[config.mk]
export PLATFORM = sky130hd
export DESIGN_NAME = swmp_cell
export DESIGN_NICKNAME = d
export VERILOG_FILES = /design/src/rtl/swmp_pkg.sv /design/src/rtl/swmp_cell.sv
export SDC_FILE = /design/constraint.sdc
export NUM_CORES = 1
export LEC_CHECK = 0
export ABC_AREA = 1
export BUFFER_PORTS_ARGS = -buffer_cell sky130_fd_sc_hd__buf_2
export CAP_MARGIN = 30
export CELL_PAD_IN_SITES_DETAIL_PLACEMENT = 0
export CELL_PAD_IN_SITES_GLOBAL_PLACEMENT = 1
export CORE_ASPECT_RATIO = 0.7
export CORE_MARGIN = 1.5
export CORE_UTILIZATION = 34
export CTS_BUF_LIST = sky130_fd_sc_hd__clkbuf_16
export DETAILED_ROUTE_END_ITERATION = 16
export GPL_ROUTABILITY_DRIVEN = 1
export PLACE_DENSITY = 0.89
export SLEW_MARGIN = 20
export SYNTH_ARGS = -nofsm -noshare
export SYNTH_HDL_FRONTEND = slang
export SYNTH_SLANG_ARGS = --single-unit
[constraint.sdc]
create_clock -name clk -period 3.5 [get_ports clk]
set_clock_uncertainty 0.05 [all_clocks]
set_input_delay 0.35 -clock clk [delete_from_list [all_inputs] [get_ports clk]]
set_output_delay 0.35 -clock clk [all_outputs]
set_load 0.01 [all_outputs]
[src/rtl/swmp_pkg.sv]
// Shared constants, pixel and column types, and channel-wise maximum helpers
// for the sliding-window max-pool block. No dependencies.
`timescale 1ns / 1ps

package swmp_pkg;

	localparam int WINDOW    = 2;
	localparam int MAX_WIDTH = 1024;
	localparam int LINES     = WINDOW - 1;
	localparam int LSEL_W    = (LINES > 1) ? $clog2(LINES) : 1;
	localparam int COL_W     = $clog2(MAX_WIDTH);
	localparam int CFG_W     = 11;
	localparam int CMP_W     = (CFG_W > COL_W + 1) ? CFG_W : COL_W + 1;
	localparam int IDX_W     = 1;
	localparam int CH_W      = 8;
	localparam int PIX_W     = 3 * CH_W;

	localparam logic [IDX_W-1:0] CFG_FRAME_WIDTH  = 1'b0;
	localparam logic [IDX_W-1:0] CFG_FRAME_HEIGHT = 1'b1;

	localparam logic [CFG_W-1:0] FRAME_SIZE_RST = CFG_W'(1024);

	typedef logic [PIX_W-1:0] pix_t;
	typedef pix_t [WINDOW-1:0] col_t;

	function automatic pix_t chan_max(pix_t a, pix_t b);
		pix_t r;
		r = '0;
		for (int s = 0; s < 3; s++) begin
			r[s*CH_W +: CH_W] = (a[s*CH_W +: CH_W] > b[s*CH_W +: CH_W]) ?
				a[s*CH_W +: CH_W] : b[s*CH_W +: CH_W];
		end
		return r;
	endfunction

	function automatic pix_t col_max(col_t col);
		pix_t m;
		m = '0;
		for (int k = 0; k < WINDOW; k++) begin
			m = chan_max(m, col[k]);
		end
		return m;
	endfunction

endpackage

[src/rtl/swmp_cell.sv]
// One window column cell: holds a column of pixels, passes it to its neighbor
// on each shift and folds its column into the running window maximum.
// Depends on swmp_pkg.
`timescale 1ns / 1ps

module swmp_cell
	import swmp_pkg::*;
(
	input  logic clk,
	input  logic arst_n,
	input  logic shift_en,
	input  col_t col_in,
	input  pix_t max_in,
	output col_t col_q,
	output pix_t max_out
);

	always_ff @(posedge clk or negedge arst_n) begin
		if (!arst_n) begin
			col_q <= '0;
		end else if (shift_en) begin
			col_q <= col_in;
		end
	end

	assign max_out = chan_max(max_in, col_max(col_q));

endmodule

==> results of run 1 <==
[worst paths after layout]
kind | start | to | slack (ns) | cells past startpoint
setup / recovery | col_q[23] | max_out[18] | 0.22 | 16
hold / removal | arst_n | col_q[0] | 0.05 | 1
setup reg to reg | col_q[5] | col_q[5] | 2.57 | 3
hold reg to reg | col_q[47] | col_q[47] | 0.52 | 2
max in group asynchronous | arst_n | col_q[37] | 2.80 | 2
min in group clk | col_in[15] | col_q[15] | 0.23 | 3
[per-layer routing]
layer / up-vias / share of wire / wire, um / track usage
met1: 1711 / 0.51 / 5300 / 0.255
met4: 0 / 0.014 / 142 / 0.0445
li1: 1965 / - / - / -
met5: - / 0 / 0 / 0
met2: 124 / 0.43 / 4450 / 0.276
met3: 12 / 0.053 / 551 / 0.0292
[worst reg2reg max path, stage by stage, from the launching register on]
cell and delay [ns]:
sky130_fd_sc_hd__dfrtp_1 0.42, sky130_fd_sc_hd__buf_4 0.16, sky130_fd_sc_hd__inv_1 0.09, sky130_fd_sc_hd__o21ai_0 0.08
[what timing repair did]
item,in CTS,in global routing
setup buffers,0,5
setup endpoints to repair,0,24
resized for setup,0,42
[cell usage in the layout, fill, tap and decap left out, types with 7 or more instances in the layout]
cell type,instances
sky130_fd_sc_hd__inv_1,58
sky130_fd_sc_hd__dfrtp_1,48
sky130_fd_sc_hd__nand2_4,9
sky130_fd_sc_hd__o21ai_0,48
sky130_fd_sc_hd__ha_4,9
sky130_fd_sc_hd__buf_4,7
sky130_fd_sc_hd__ha_1,39
sky130_fd_sc_hd__nand3_1,48
sky130_fd_sc_hd__nand2_2,14
sky130_fd_sc_hd__a21oi_1,12
sky130_fd_sc_hd__buf_2,146
sky130_fd_sc_hd__nand2_1,176
sky130_fd_sc_hd__inv_2,9
[final cells by class]
| cell class | instances | area (um^2) | area share |
|---|---|---|---|
| Multi-Input combinational cell | 388 | 2380 | 0.480 |
| Sequential cell | 48 | 1200 | 0.242 |
| Timing Repair Buffer | 154 | 811 | 0.164 |
| Inverter | 69 | 269 | 0.0543 |
| Tap cell | 132 | 165 | 0.0333 |
| Clock buffer | 5 | 125 | 0.0252 |
| Clock inverter | 2 | 8.76 | 0.00177 |
[cell families after synthesis]
kind of cell / Yosys count
buf+inv: 79
fa+ha+maj: 48
flops: 48
compound gates: 72
simple gates: 264
[power by group]
part           internal, mW  leakage, nW  switching, mW
Combinational         0.476         2.18          0.722
Clock                 0.257       0.0709          0.197
Sequential            0.605        0.583         0.0422
[per-stage QoR]
step | worst slack [ns] | cell area, um^2 | TNS [ns]
global route | -0.0303 | 4960 | -0.146
global placement | 0.460 | 4550 | 0
finish | 0.218 | 4960 | 0
CTS | 0.113 | 4710 | 0
detailed placement | 0.434 | 4580 | 0
floorplan | 0.762 | 3680 | 0
==> results.rst, run 1 <==
.. list-table::
   :header-rows: 1

   * - Metric
     - Value
   * - Number of inserted diodes
     - 0
   * - Sum of routed wire length over all layers
     - ~10000 um
   * - Share of final-layout standard cells stronger than drive strength 1
     - 0.327
   * - Max_cap viols
     - 0
   * - CP bufs+invs
     - 1
   * - Post-synthesis share of cell area spent on and, or, nand and nor gates
     - 0.325
   * - Most instantiated library cell after synthesis
     - sky130_fd_sc_hd__nand2_1
   * - Number of buffers on the longest clock path
     - 2
   * - Top-Level Pins
     - 147
   * - Leading cell types by total area after synthesis
     - sky130_fd_sc_hd__dfrtp_1 (33%), sky130_fd_sc_hd__nand2_1 (19%), sky130_fd_sc_hd__ha_1 (16%)
   * - Mean number of vias per cell
     - approximately 4.8
   * - Critical path fanouts, max
     - 8
   * - Final core utilization
     - 0.475
   * - Critical path launch point type
     - register
   * - Synthesized area
     - around 0.0037 mm^2
   * - Critical path endpoint category
     - output port
   * - Via count of the first global-routing pass
     - 3612
   * - Status
     - finished clean
   * - Clock buffers created by TritonCTS
     - 5
   * - Hold Crit Class
     - primary input to async pin
   * - TritonCTS clock tree
     - yes
   * - Number of antenna violations at the first check in global routing
     - 0
   * - Combinational family with the most area after synthesis
     - simple AND/OR/NAND/NOR gates
   * - Num Clock Sinks
     - 48
   * - Fraction of synthesized area in multiplexers
     - 0
   * - Initial core utilization
     - 0.353
   * - Crit-path most repeated cell
     - sky130_fd_sc_hd__nand2_1
   * - Number of synthesized register bits
     - 48
   * - Cells after DPL
     - 782
   * - Dominant synthesized flop cell
     - sky130_fd_sc_hd__dfrtp_1
   * - CTS clock-pin slew for the worst setup and hold paths
     - around 0.06 ns
   * - Area of the die
     - 0.0115 mm^2
   * - Power per unit of standard cell area
     - approximately 460 mW/mm^2
   * - Number of warnings reported in the yosys synthesis log
     - 0
   * - Site Rows
     - 31
   * - Max FFs per register
     - between 40 and 50
   * - EDFF count, synth
     - 0
   * - CTS Hold Bufs
     - 0
   * - Total setup violations reported at the end of the flow
     - 0
   * - Synthesized-area fraction occupied by adder cells
     - 0.163
   * - Top post-synthesis cells by count
     - sky130_fd_sc_hd__nand2_1 (185), sky130_fd_sc_hd__inv_1 (66)
   * - Area growth, synth to finish
     - 34.6%
   * - Leakage Power
     - 2.83 nW
   * - Post-synth top area share
     - 0.326
   * - Non-filler instance count after layout
     - 798
   * - Via count of the routed design
     - 3812
   * - Post-route clock period utilization
     - 0.938
   * - Final weighted congestion in routability-driven placement
     - approximately 0.83
   * - Pins over their slew limit
     - 0
   * - Number of nets still failing antenna checks after routing
     - 0
   * - Net total in the final layout
     - around 790
   * - Maximum VDD drop
     - slightly below 0.2 mV
   * - WP data required
     - between 3 and 4 ns
   * - Instance count of the mapped netlist
     - slightly above 500
   * - Synth Area in Compound Gates
     - 0.104
   * - Endpoint arrival time on the critical path
     - roughly 2.9 ns
   * - Cell type of the slowest stage on the worst timing path
     - sky130_fd_sc_hd__dfrtp_1
   * - Fraction of registers with async set or reset after synthesis
     - 1.00
   * - Pin count of the biggest net entering global routing
     - 54
   * - Peak Freq
     - 0.305 GHz
   * - Global-route wire length before repair
     - between 15000 and 20000 um
   * - Final Hold Vio Count
     - 0
   * - Portion of the post-synthesis area used by sequential elements
     - 0.326
   * - Post-synthesis share of cell area spent on xor and xnor gates
     - 0
   * - CP Cell Sequence
     - ha_1 > nand2_2 > nor2_4 > nand2_2 > nand2_4 > nand2_4 > nand2_1 > nand2_1 > ha_1 > nand2_1 > nor2_2 > nand4_1 > nand2_4 > nand3_1 > nand2_1 > buf_2
   * - Wire length per cell
     - around 13 um
   * - Area of the core region
     - about 0.010 mm^2
   * - Regs by FF count
     - col_q x48
   * - # fillers
     - 1066
   * - Root Buffer Master
     - sky130_fd_sc_hd__clkbuf_16
   * - Slew at the pin closest to its max-slew limit
     - 0.832 ns
   * - Largest reg by FF count
     - col_q
   * - CP top delay family
     - simple AND/OR/NAND/NOR gates
   * - Worst setup path class
     - register to output port
   * - Buffers on Ports
     - ~150
   * - Cell type with the largest total area after synthesis
     - sky130_fd_sc_hd__dfrtp_1
   * - Global route total overflow
     - 0
   * - Sum of internal, switching and leakage power
     - 2.30 mW
   * - Detailed placement HPWL
     - around 8400 um
   * - Drc violations
     - 0
   * - Synthesized Nets
     - around 630
   * - Initial DRC Count
     - around 210
   * - Clock period minus worst slack
     - 3.28 ns
   * - Clock Latency Late Sink
     - 0.28 ns
   * - Biggest cell delay along the critical path
     - ~0.41 ns
   * - Aggregate global-route resource usage
     - 0.177
   * - Number of levels in the clock H-tree
     - 2
   * - Average size of a mapped cell
     - roughly 7 um^2
   * - Overall die height
     - 90.1 um
   * - Worst hold margin
     - slightly below 0.05 ns
   * - DIE WIDTH
     - 127 um
   * - Worst slew slack as a fraction of its limit
     - 0.446
   * - Pre-Repair DR Iteration Count
     - 5
   * - Unique cell type count in the Yosys netlist
     - 21
Note: power is estimated with default switching activity, not from simulation.
==> run 2: changes to the inputs <==
--- a/config.mk
+++ b/config.mk
@@ -13,7 +13,6 @@
 export CORE_ASPECT_RATIO = 0.7
 export CORE_MARGIN = 1.5
 export CORE_UTILIZATION = 34
-export CTS_BUF_LIST = sky130_fd_sc_hd__clkbuf_16
 export DETAILED_ROUTE_END_ITERATION = 16
 export GPL_ROUTABILITY_DRIVEN = 1
 export PLACE_DENSITY = 0.89
==> results.rst, run 2 (synthesis gave the netlist of run 1 again) <==
.. list-table::
   :header-rows: 1

   * - Metric
     - Value
   * - Status
     - finished clean
   * - Worst setup slack before clock tree synthesis
     - between 0.4 and 0.5 ns
   * - Aggregate global-route resource usage
     - 0.177
   * - Drc violations
     - 0
   * - Area of the core region
     - 0.0104 mm^2
   * - Sum of routed wire length over all layers
     - around 10000 um
   * - Cell Int Power
     - 1.34 mW
   * - Largest reg by FF count
     - col_q
   * - Final Hold Vio Count
     - 0
   * - Initial DRC Count
     - between 200 and 250
   * - Pins over their slew limit
     - 0
   * - Regs by FF count
     - col_q x48
   * - Mean number of vias per cell
     - 4.78
   * - Peak Freq
     - between 0.3 and 0.4 GHz
   * - Share of power burned in the clock network
     - 0.198
   * - Switching portion of total power
     - 0.417
   * - Leakage Power
     - ~2.8 nW
   * - Share of final-layout standard cells stronger than drive strength 1
     - 0.327
   * - Number of nets still failing antenna checks after routing
     - 0
   * - Max_cap viols
     - 0
   * - Number of antenna violations at the first check in global routing
     - 0
   * - Switching Power
     - around 960 uW
   * - Buffers on Ports
     - about 150
   * - CTS clock-pin slew for the worst setup and hold paths
     - ~0.060 ns
   * - Overall die height
     - approximately 90 um
   * - Global-route wire length before repair
     - 16900 um
   * - # fillers
     - roughly 1.1k
   * - Area of the die
     - 0.0115 mm^2
   * - TritonCTS clock tree
     - yes
   * - Initial core utilization
     - 0.353
   * - Number of buffers on the longest clock path
     - 2
   * - Number of levels in the clock H-tree
     - 2
   * - Hold Crit Class
     - primary input to async pin
   * - Share of total power in sequential cells
     - 0.281
   * - Worst slew slack as a fraction of its limit
     - 0.446
   * - Pin count of the biggest net entering global routing
     - 54
   * - Final weighted congestion in routability-driven placement
     - around 0.83
   * - Critical path endpoint category
     - output port
   * - Area used by sequential logic in the layout
     - 0.00120 mm^2
   * - Post-route clock period utilization
     - 0.938
   * - Area growth, synth to finish
     - 34.6%
   * - WP data required
     - just over 3 ns
   * - Max FFs per register
     - 48
   * - Via count of the routed design
     - roughly 3.8k
   * - Site Rows
     - 31
   * - Critical path fanouts, max
     - 8
   * - Clock buffers created by TritonCTS
     - 5
   * - Num Clock Sinks
     - 48
   * - Clock period minus worst slack
     - roughly 3.3 ns
   * - Power per unit of standard cell area
     - approximately 460 mW/mm^2
   * - Detailed placement HPWL
     - 8380 um
   * - Maximum VDD drop
     - between 0.15 and 0.2 mV
   * - CTS Hold Bufs
     - 0
   * - Final core utilization
     - 0.475
   * - Global route total overflow
     - 0
   * - Combinational cell fraction of total power
     - 0.520
   * - Area taken by multi-input logic gates
     - 0.00238 mm^2
   * - Slew at the pin closest to its max-slew limit
     - 0.832 ns
   * - Clock Latency Late Sink
     - about 0.28 ns
   * - Top-Level Pins
     - ~150
   * - Most common cell after layout, fill and taps aside
     - sky130_fd_sc_hd__nand2_1
   * - Pre-Repair DR Iteration Count
     - 5
   * - Net total in the final layout
     - between 700 and 800
   * - Total setup violations reported at the end of the flow
     - 0
   * - Root Buffer Master
     - sky130_fd_sc_hd__clkbuf_16
   * - R2R Setup Slk
     - about 2.6 ns
   * - Critical path launch point type
     - register
   * - Worst setup path class
     - register to output port
   * - Endpoint arrival time on the critical path
     - between 2 and 3 ns
   * - Number of inserted diodes
     - 0
   * - Worst setup slack after layout
     - between 0.2 and 0.25 ns
   * - DIE WIDTH
     - between 100 and 150 um
   * - Via count of the first global-routing pass
     - between 3k and 4k
   * - Commonest cells after routing, fill and taps aside
     - sky130_fd_sc_hd__nand2_1 (176), sky130_fd_sc_hd__buf_2 (146), sky130_fd_sc_hd__inv_1 (57)
   * - Wire length per cell
     - 13.1 um
run 2: changes by cell type in the layout (fill, tap and decap cells not counted):
cell / change
sky130_fd_sc_hd__clkbuf_1: +1
sky130_fd_sc_hd__inv_1: -1
run 2: metrics by stage:
step / instances / hold WS (ns) / power [mW] / instance area [um^2] / setup TNS, ns
final: 798 / 0.0494 / 2.30 / 4960 / 0
after global routing: 798 / 0.116 / 2.51 / 4960 / -0.145
after CTS: 789 / 0.0728 / 2.21 / 4710 / 0
after detailed placement: 782 / 0.380 / 1.74 / 4580 / 0
after global placement: 781 / 0.498 / 1.72 / 4550 / 0
after floorplan: 511 / 0.00441 / 1.36 / 3680 / 0
run 2: repair_timing:
action / 4_1_cts / 5_1_grt
resized for setup: 0 / 42
setup buffers: 0 / 5
endpoints found under the setup margin: 0 / 24
run 2: layout make-up:
| class | instances | share of cell area |
|---|---|---|
| Sequential cell | 48 | 0.242 |
| Clock inverter | 1 | 0.00101 |
| Timing Repair Buffer | 154 | 0.164 |
| Inverter | 69 | 0.0543 |
| Tap cell | 132 | 0.0333 |
| Clock buffer | 6 | 0.0260 |
| Multi-Input combinational cell | 388 | 0.480 |
run 2: layer usage:
| layer | up-vias | global-route usage | wire, um |
|---|---|---|---|
| li1 | 1965 | - | - |
| met1 | 1711 | 0.255 | 5300 |
| met2 | 124 | 0.276 | 4450 |
| met3 | 12 | 0.0292 | 551 |
| met4 | 0 | 0.0445 | 142 |
| met5 | - | 0 | 0 |
run 2: final timing paths:
check,from,endpoint,cells after the start
max in group asynchronous,arst_n,col_q[37],2
worst min-delay path,arst_n,col_q[0],1
min in group clk,col_in[15],col_q[15],3
worst min register to register,col_q[47],col_q[47],2
worst max-delay path,col_q[23],max_out[18],16
worst max register to register,col_q[5],col_q[5],3
run 2: critical path, cell delays in order, from the launching register on:
cell	delay (ns)
sky130_fd_sc_hd__dfrtp_1	0.41
sky130_fd_sc_hd__ha_1	0.33
sky130_fd_sc_hd__nand2_2	0.08
sky130_fd_sc_hd__nor2_4	0.15
sky130_fd_sc_hd__nand2_2	0.10
sky130_fd_sc_hd__nand2_4	0.11
sky130_fd_sc_hd__nand2_4	0.09
sky130_fd_sc_hd__nand2_1	0.09
sky130_fd_sc_hd__nand2_1	0.06
sky130_fd_sc_hd__ha_1	0.29
sky130_fd_sc_hd__nand2_1	0.08
sky130_fd_sc_hd__nor2_2	0.12
sky130_fd_sc_hd__nand4_1	0.19
sky130_fd_sc_hd__nand2_4	0.16
sky130_fd_sc_hd__nand3_1	0.11
sky130_fd_sc_hd__nand2_1	0.08
sky130_fd_sc_hd__buf_2	0.12
run 2: power groups by stage:
| stage | sequential [mW] | combinational [mW] | clock, mW |
|---|---|---|---|
| 3_3_place_gp | 0.650 | 1.07 | 0 |
| 6_report | 0.647 | 1.20 | 0.457 |
| 4_1_cts | 0.643 | 1.09 | 0.472 |
| 3_5_place_dp | 0.653 | 1.09 | 0 |
| 5_1_grt | 0.653 | 1.36 | 0.497 |
| 2_1_floorplan | 0.670 | 0.692 | 0 |
==> run 3: changes to the inputs <==
==> constraint.sdc (replaced) <==
create_clock -name clk -period 3.7 [get_ports clk]
set_clock_uncertainty 0.05 [all_clocks]
set_input_delay 0.37 -clock clk [delete_from_list [all_inputs] [get_ports clk]]
set_output_delay 0.37 -clock clk [all_outputs]
set_load 0.01 [all_outputs]
==> results.rst, run 3 (synthesis gave the netlist of run 1 again) <==
.. list-table::
   :header-rows: 1

   * - Metric
     - Value
   * - Startpoint of the worst hold path
     - col_in[38]
   * - Setup repair after global routing missed its margin
     - false
   * - Clock period minus worst slack
     - 3.38 ns
   * - Pin count of the biggest net entering global routing
     - 53
   * - Slew at the pin closest to its max-slew limit
     - between 0.6 and 0.7 ns
   * - Largest reg by FF count
     - col_q
   * - Final Hold Vio Count
     - 0
   * - Max FFs per register
     - between 40 and 50
   * - Worst Hold Path Cells
     - 3
   * - Depth of the worst register-to-register path
     - 2
   * - Pre-Repair DR Iteration Count
     - 4
   * - Area of the die
     - approximately 0.011 mm^2
   * - Buffers on Ports
     - ~150
   * - Number of levels in the clock H-tree
     - 2
   * - Critical path fanouts, max
     - 9
   * - Maximum VDD drop
     - about 0.18 mV
   * - Aggregate global-route resource usage
     - 0.180
   * - Status
     - finished clean
   * - Global route total overflow
     - 0
   * - Total setup violations reported at the end of the flow
     - 0
   * - Number of buffers on the longest clock path
     - 2
   * - Number of nets still failing antenna checks after routing
     - 0
   * - Net total in the final layout
     - between 700 and 800
   * - WP data required
     - approximately 3.3 ns
   * - Share of final-layout standard cells stronger than drive strength 1
     - 0.273
   * - Root Buffer Master
     - sky130_fd_sc_hd__clkbuf_16
   * - Number of inserted diodes
     - 0
   * - Regs by FF count
     - col_q x48
   * - CTS clock-pin slew for the worst setup and hold paths
     - about 0.070 ns
   * - Startpoint of the worst register-to-register path
     - col_q[25]
   * - TritonCTS clock tree
     - yes
   * - Via count of the first global-routing pass
     - ~3.7k
   * - Hold EP
     - col_q[38]
   * - Number of antenna violations at the first check in global routing
     - 0
   * - Placement Cell Area
     - between 0.004 and 0.005 mm^2
   * - Critical path launch point type
     - register
   * - Area growth, synth to finish
     - 29.1%
   * - Leakage Power
     - 2.79 nW
   * - Via count of the routed design
     - 3771
   * - Peak Freq
     - roughly 0.3 GHz
   * - Critical path endpoint category
     - output port
   * - Final weighted congestion in routability-driven placement
     - 0.853
   * - Wire length per cell
     - 13.1 um
   * - Worst setup slack before clock tree synthesis
     - about 0.53 ns
   * - Overall die height
     - 90.1 um
   * - Most common cell after layout, fill and taps aside
     - sky130_fd_sc_hd__nand2_1
   * - Endpoint arrival time on the critical path
     - about 3.0 ns
   * - Clock buffers created by TritonCTS
     - 5
   * - Worst setup path class
     - register to output port
   * - Post-route clock period utilization
     - 0.914
   * - Mean number of vias per cell
     - about 4.8
   * - Commonest cells after routing, fill and taps aside
     - sky130_fd_sc_hd__nand2_1 (184), sky130_fd_sc_hd__buf_2 (146), sky130_fd_sc_hd__inv_1 (65)
   * - Num Clock Sinks
     - between 40 and 50
   * - Hold Crit Class
     - primary input to register
   * - Pins over their slew limit
     - 0
   * - Initial DRC Count
     - 135
   * - Capturing point of the worst reg2reg path
     - col_q[25]
   * - Power per unit of standard cell area
     - 446 mW/mm^2
   * - Top-Level Pins
     - approximately 150
   * - R2R Setup Slk
     - about 2.9 ns
   * - Initial core utilization
     - 0.353
   * - DIE WIDTH
     - 127 um
   * - Site Rows
     - 31
   * - TNS Setup
     - 0 ns
   * - Final non-filler cell area
     - between 0.004 and 0.005 mm^2
   * - Clock Latency Late Sink
     - roughly 0.28 ns
   * - Drc violations
     - 0
   * - Global-route wire length before repair
     - approximately 17000 um
   * - Detailed placement HPWL
     - around 8600 um
   * - Area of the core region
     - between 0.01 and 0.015 mm^2
   * - Worst setup slack after layout
     - between 0.3 and 0.4 ns
   * - Worst slew slack as a fraction of its limit
     - 0.538
   * - Max_cap viols
     - 0
   * - Sum of routed wire length over all layers
     - roughly 10000 um
[run 3: routing by layer]
metal / up-vias / GRT usage / share of wire
li1: 1941 / - / -
met1: 1708 / 0.256 / 0.50
met2: 110 / 0.289 / 0.44
met3: 12 / 0.0274 / 0.051
met4: 0 / 0.0379 / 0.013
met5: - / 0 / 0
[run 3: per-stage QoR]
stage | utilization | instances | power, mW | hold WS [ns]
2_1_floorplan | - | 511 | 1.29 | 0.0244
3_3_place_gp | 0.436 | 781 | 1.63 | 0.140
3_5_place_dp | 0.436 | 781 | 1.65 | 0.144
4_1_cts | 0.451 | 790 | 2.12 | 0.238
5_1_grt | 0.456 | 792 | 2.32 | 0.247
6_report | 0.456 | 792 | 2.12 | 0.242
[run 3: cell type report]
cell class	count	area, um^2
Fill cell	1092	5680
Multi-Input combinational cell	384	2200
Sequential cell	48	1200
Timing Repair Buffer	151	771
Inverter	69	267
Tap cell	132	165
Clock buffer	7	143
Clock inverter	1	7.51
[run 3: worst max-delay path: stages, from the launching register on]
cell and delay, ns:
sky130_fd_sc_hd__dfrtp_1 0.38, sky130_fd_sc_hd__inv_1 0.12, sky130_fd_sc_hd__ha_1 0.26, sky130_fd_sc_hd__a21oi_1 0.14
sky130_fd_sc_hd__nor2_1 0.05, sky130_fd_sc_hd__nor2_1 0.18, sky130_fd_sc_hd__nand2_4 0.13, sky130_fd_sc_hd__nand2_4 0.12
sky130_fd_sc_hd__nand2_1 0.08, sky130_fd_sc_hd__and2_1 0.14, sky130_fd_sc_hd__ha_1 0.17, sky130_fd_sc_hd__o21bai_1 0.14
sky130_fd_sc_hd__nand2_1 0.07, sky130_fd_sc_hd__nand2_1 0.06, sky130_fd_sc_hd__nand2_1 0.05, sky130_fd_sc_hd__nand2_1 0.07
sky130_fd_sc_hd__nand2_2 0.13, sky130_fd_sc_hd__inv_2 0.15, sky130_fd_sc_hd__nand2_1 0.06, sky130_fd_sc_hd__nand2_1 0.06
sky130_fd_sc_hd__buf_2 0.12
[run 3: how the worst max path moves through the flow]
stage | cells after the start | endpoint | startpoint
final | 20 | max_out[12] | col_q[37]
after global routing | 23 | max_out[15] | col_q[34]
after CTS | 23 | max_out[0] | col_q[25]
after detailed placement | 23 | max_out[0] | col_q[25]
after global placement | 20 | max_out[17] | col_q[23]
after floorplan | 20 | max_out[16] | col_q[47]
[run 3: power by group]
group	leakage, nW	switching [mW]	internal [mW]	total, mW
clock	0.0701	0.190	0.269	0.459
combinational	2.14	0.650	0.407	1.06
sequential	0.583	0.0351	0.572	0.607
total	2.79	0.875	1.25	2.12
[run 3: repair_timing]
item / in CTS / in global routing
hold buffers: 1 / 0
resized for setup: 0 / 8
endpoints found under the hold margin: 5 / 0
endpoints found under the setup margin: 0 / 11
setup buffers: 0 / 2
